## src/rtl/bps_ram.sv

```systemverilog
`timescale 1ns / 1ps
// ---------------------------------------------------------------------------
// bps_ram
// Single write port, single read port memory with registered read data.
// ---------------------------------------------------------------------------
module bps_ram #(
   parameter int DEPTH = 64,
   parameter int WIDTH = 32,
   localparam int AW   = (DEPTH > 1) ? $clog2(DEPTH) : 1
) (
   input  logic             clock,
   input  logic             we,
   input  logic [AW-1:0]    waddr,
   input  logic [WIDTH-1:0] wdata,
   input  logic [AW-1:0]    raddr,
   output logic [WIDTH-1:0] rdata
);

   logic [WIDTH-1:0] mem_ff [DEPTH];
   logic [WIDTH-1:0] rdata_ff;

   always_ff @(posedge clock) begin
      if (we) begin
         mem_ff[waddr] <= wdata;
      end
      rdata_ff <= mem_ff[raddr];
   end

   assign rdata = rdata_ff;

endmodule

```

## config.mk

```make
export PLATFORM = sky130hd
export DESIGN_NAME = bps_ram
export DESIGN_NICKNAME = d
export VERILOG_FILES = /design/src/rtl/bps_ram.sv
export SDC_FILE = /design/constraint.sdc
export NUM_CORES = 2
export LEC_CHECK = 0
export ABC_CLOCK_PERIOD_IN_PS = 6000
export BUFFER_PORTS_ARGS = -buffer_cell sky130_fd_sc_hd__buf_2
export CELL_PAD_IN_SITES_DETAIL_PLACEMENT = 2
export CELL_PAD_IN_SITES_GLOBAL_PLACEMENT = 2
export CORE_UTILIZATION = 30
export CTS_BUF_LIST = sky130_fd_sc_hd__clkbuf_2 sky130_fd_sc_hd__clkbuf_4 sky130_fd_sc_hd__clkbuf_8
export DETAILED_ROUTE_END_ITERATION = 6
export PLACE_DENSITY = 0.48
export RECOVER_POWER = 25
export SLEW_MARGIN = 20
export SYNTH_ARGS = -nofsm -noshare
export SYNTH_HDL_FRONTEND = slang
export SYNTH_SLANG_ARGS = --single-unit
```

## constraint.sdc

```tcl
create_clock -name clock -period 6 [get_ports clock]
set_input_delay 1.2 -clock clock [delete_from_list [all_inputs] [get_ports clock]]
set_output_delay 1.2 -clock clock [all_outputs]
set_load 0.005 [all_outputs]
```

; Word level (Yosys, flattened, before mapping)
; Memory sizes are Yosys's and may differ from the RTL's. A register that Yosys moved wholly into a read port is not among the register bits.
; Index checks and enable logic that the tools add are counted.
; W data, S select, Z words.
[totals]
ff_bits = 0
mem_bits_rw = 2048
input_bits = 46
elab_cells = 3
memories = 1
[classes]
mux = 2
[mem_list]
columns = name, depth, word_bits, read_ports, rd_ports_with_merged_regs, write_ports, line_no
row1 = mem_ff, 64, 32, 1, 1, 1, 19  ; logic [WIDTH-1:0] mem_ff [DEPTH];
[op_table]
columns = op, count
row1 = $mux W1, 2

; Logic depth before layout (Yosys ltp)
[depth]
word_depth = 2
ltp_mapped = 10

; Least setup slack after synthesis
; OpenSTA, ideal clock, no wires.
[synth_path]
path_type = input to register
start = input waddr[3]
end = memory mem_ff[48][0], enable pin
setup_ns = 0.461
arrival_time_ns = 3.899
t_required_ns = 5.539
path_slack_ns = 1.640
stages = 4
path_buffers = 1
cell_sequence = clkbuf_1 -> nor2b_1 -> nand4b_1 -> nor3_1
[synth_rtl]
columns = element, line_no
row1 = "start, declared", 13  ; input logic [AW-1:0] waddr,
row2 = "end, declared", 19
; Straight into the memory's write port.

==> impl_metrics.toml <==
[cells_and_area]
seq_area_sq_um = 62100
nets = 3820
final_common_cell = "edfxtp_1"
multi_input_area_sq_um = 16000
synthToLayoutAreaGrowth_pct = 16.6
n_fill_cell = 24800
most-common-layout-cells = "2048 x edfxtp_1, 544 x mux4_2, 404 x clkbuf_8, 141 x clkbuf_4, 132 x buf_4"
postLayoutCoreUtil_pct = 35.2
drive_gt1_share_pct = 35.3

[yosys]
synth_area_sq_um = 78500
syn-instance-count = 3324
synthSimpleGateAreaFrac_pct = 1.27
ys_ff_latch = 2080
yosys_warnings = 0
ys_seq_area_share_pct = 79.1
synth_area_per_cell_sq_um = 23.6
netlist-cell-type-count = 34
synthMuxAreaShare_pct = 16.8
syn-num-nets = 3370
synth-xor-area-share_pct = 0
synth_compound_area_share_pct = 1.67
synth_top_family_by_area = "multiplexers"
synthAdderAreaFrac_pct = 0

[global_routing]
antenna_found_initial = 26
grt_max_degree = 68
grt_pass1_wl_microns = 340000
grt_usage_pct = 18.6
gr-total-overflow = 0
grt_pass1_vias = 41600

[detailed_routing]
drtIter0Drc = 3120
viasPerCell = 4.99
routed_wl_microns = 245000
drt_pass1_iterations = 7
wire_per_inst_microns = 32.4
post-route-drc-count = 0
vias = 37700
ant_nets = 0

[sta]
report.final.slew_viol_count = 1885
finalSetupViolCount = 0
fin_skew_ns = 0.0462
worst_pin_slew_ns = 3.28
final_hold_viol_count = 0
maxSlewHeadroom_pct = -119
max_freq_mhz = 283
finalCriticalPeriod_ns = 3.54
fin_crit_sh_pct = 59.0
fin_setup_tns_ns = 0
rsz0062_at_grt = "false"

[critical_path]
crit_type = "input port to flip-flop"
endpoint_kind = "flip-flop"
r2r_cells = 4
critPathMaxStageDelay_ns = 0.58
worstPathMaxFanout = 51
worst-endpoint-required_ns = 6.91
path_cells = "buf_8, buf_4, buf_4, mux4_2, mux4_2, o22ai_1, nor2_1"
critPathLaunchType = "input port"
cp_slowest_cell = "o22ai_1"
crit_arrival_ns = 4.44

[clock_tree]
clk_pin_slew_worst_paths_ns = 0.06
cts_buffer_depth = 4
ctsHoldBuffers = 0
cts.sinks = 2080
clockRootBuffer = "clkbuf_8"
post_cts_buffers = 0
cts_tree = "built"
cts_buffers = 380
cts_max_level = 5
cts_resized = 0
worstSkewPairLatency_ns = 1.07

[floorplanning]
dieArea_sq_um = 264000
start_util_pct = 30.2
fp.dieH_microns = 514
io-pin-count = 78
coreArea_sq_um = 260000
die_w_microns = 514
rows = 187

[place]
io_buffer_count = 77
gp_congestion = 0.715
dp_hpwl_microns = 139000

[worst_hold_path]
hold_path.class = "flip-flop to flip-flop"
holdPathStages = 4

[power]
p_per_area_nw_per_um2 = 334
cellLeakagePower_nw = 28.3
power_mw = 30.6
peakVddDrop_v = 0.000214

[status]
status = "finished, violations left"
violations = "max-capacitance violations, max-slew violations"

[run]
cap_violations = 29
layout make-up:
cell class	count	area share [%]
Antenna cell	15	0.0410
Multi-Input combinational cell	1062	17.4
Clock inverter	105	0.522
Sequential cell	2080	67.9
Timing Repair Buffer	250	2.11
Tap cell	3496	4.78
Clock buffer	545	7.23
Yosys cell counts (all sizes together):
library cell | number | area share, %
a21oi | 62 | 0.40
a22oi | 12 | 0.11
a311oi | 8 | 0.089
a31oi | 1 | 0.0080
a41o | 4 | 0.051
and2 | 2 | 0.016
and3 | 4 | 0.032
buf | 108 | 0.77
clkbuf | 74 | 0.35
dfxtp | 32 | 0.82
edfxtp | 2048 | 78
mux2i | 93 | 1.2
mux4 | 544 | 16
nand2 | 26 | 0.12
nand2b | 8 | 0.064
nand3 | 5 | 0.032
nand3b | 5 | 0.048
nand4 | 2 | 0.016
nand4b | 1 | 0.011
nor2 | 137 | 0.65
nor2b | 15 | 0.12
nor3 | 7 | 0.045
o221ai | 27 | 0.30
o22ai | 84 | 0.67
o32ai | 4 | 0.045
or2 | 3 | 0.024
or3 | 3 | 0.024
or3b | 5 | 0.056
where the power goes:
group / internal [mW] / switching, mW
Combinational: 0.539 / 0.939
Sequential: 16.1 / 0.0878
Clock: 7.03 / 5.88
Total: 23.7 / 6.90
through the flow:
step                      cell area [sq um]  hold slack (ns)  std cells  worst slack (ns)
after floorplan                       78500            0.663       3324              1.64
after global placement                84500            0.735       6886              1.12
after detailed placement              84500            0.766       6888              1.15
after CTS                             91600            0.706       7538              2.32
after global routing                  91500            0.796       7546              2.31
final                                 91600            0.780       7553              2.46
state kept, by name, summed over array words and instances (netlist names):
| register | cells |
|---|---|
| mem_ff | 2048 |
| rdata | 32 |
routing by layer:
| layer | global-route usage [%] | vias up | routed length, microns |
|---|---|---|---|
| met5 | 0 | - | 14 |
| met4 | 5.53 | 2 | 6990 |
| met3 | 2.96 | 392 | 9820 |
| met2 | 29.6 | 929 | 116000 |
| met1 | 26.2 | 21100 | 112000 |
| li1 | - | 15200 | - |
kinds of logic (layout without fill, tap and decap cells):
logic type | after synthesis | in the layout
AND/OR/NAND/NOR | 223 | 223
AO/OA/AOI/OAI | 202 | 202
buffers and inverters | 182 | 900
multiplexers | 637 | 637
other | 0 | 15
flip-flops | 2080 | 2080
final timing paths:
path | startpoint | end | slack (ns)
max | raddr[0] | rdata[24]$_DFF_P_ | 2.46
min | mem_ff[28][20]$_DFFE_PP_ | rdata[20]$_DFF_P_ | 0.78
max reg2reg | mem_ff[19][25]$_DFFE_PP_ | rdata[25]$_DFF_P_ | 3.65
min reg2reg | mem_ff[28][20]$_DFFE_PP_ | rdata[20]$_DFF_P_ | 0.78
critical path, delay by kind of cell:
| kind | cells | cell delay [ns] |
|---|---|---|
| AO/OA/AOI/OAI | 1 | 0.58 |
| buffers and inverters | 3 | 1.44 |
| multiplexers | 2 | 1.00 |
| AND/OR/NAND/NOR | 1 | 0.11 |
No activity file was read; power rests on OpenSTA's default activity.
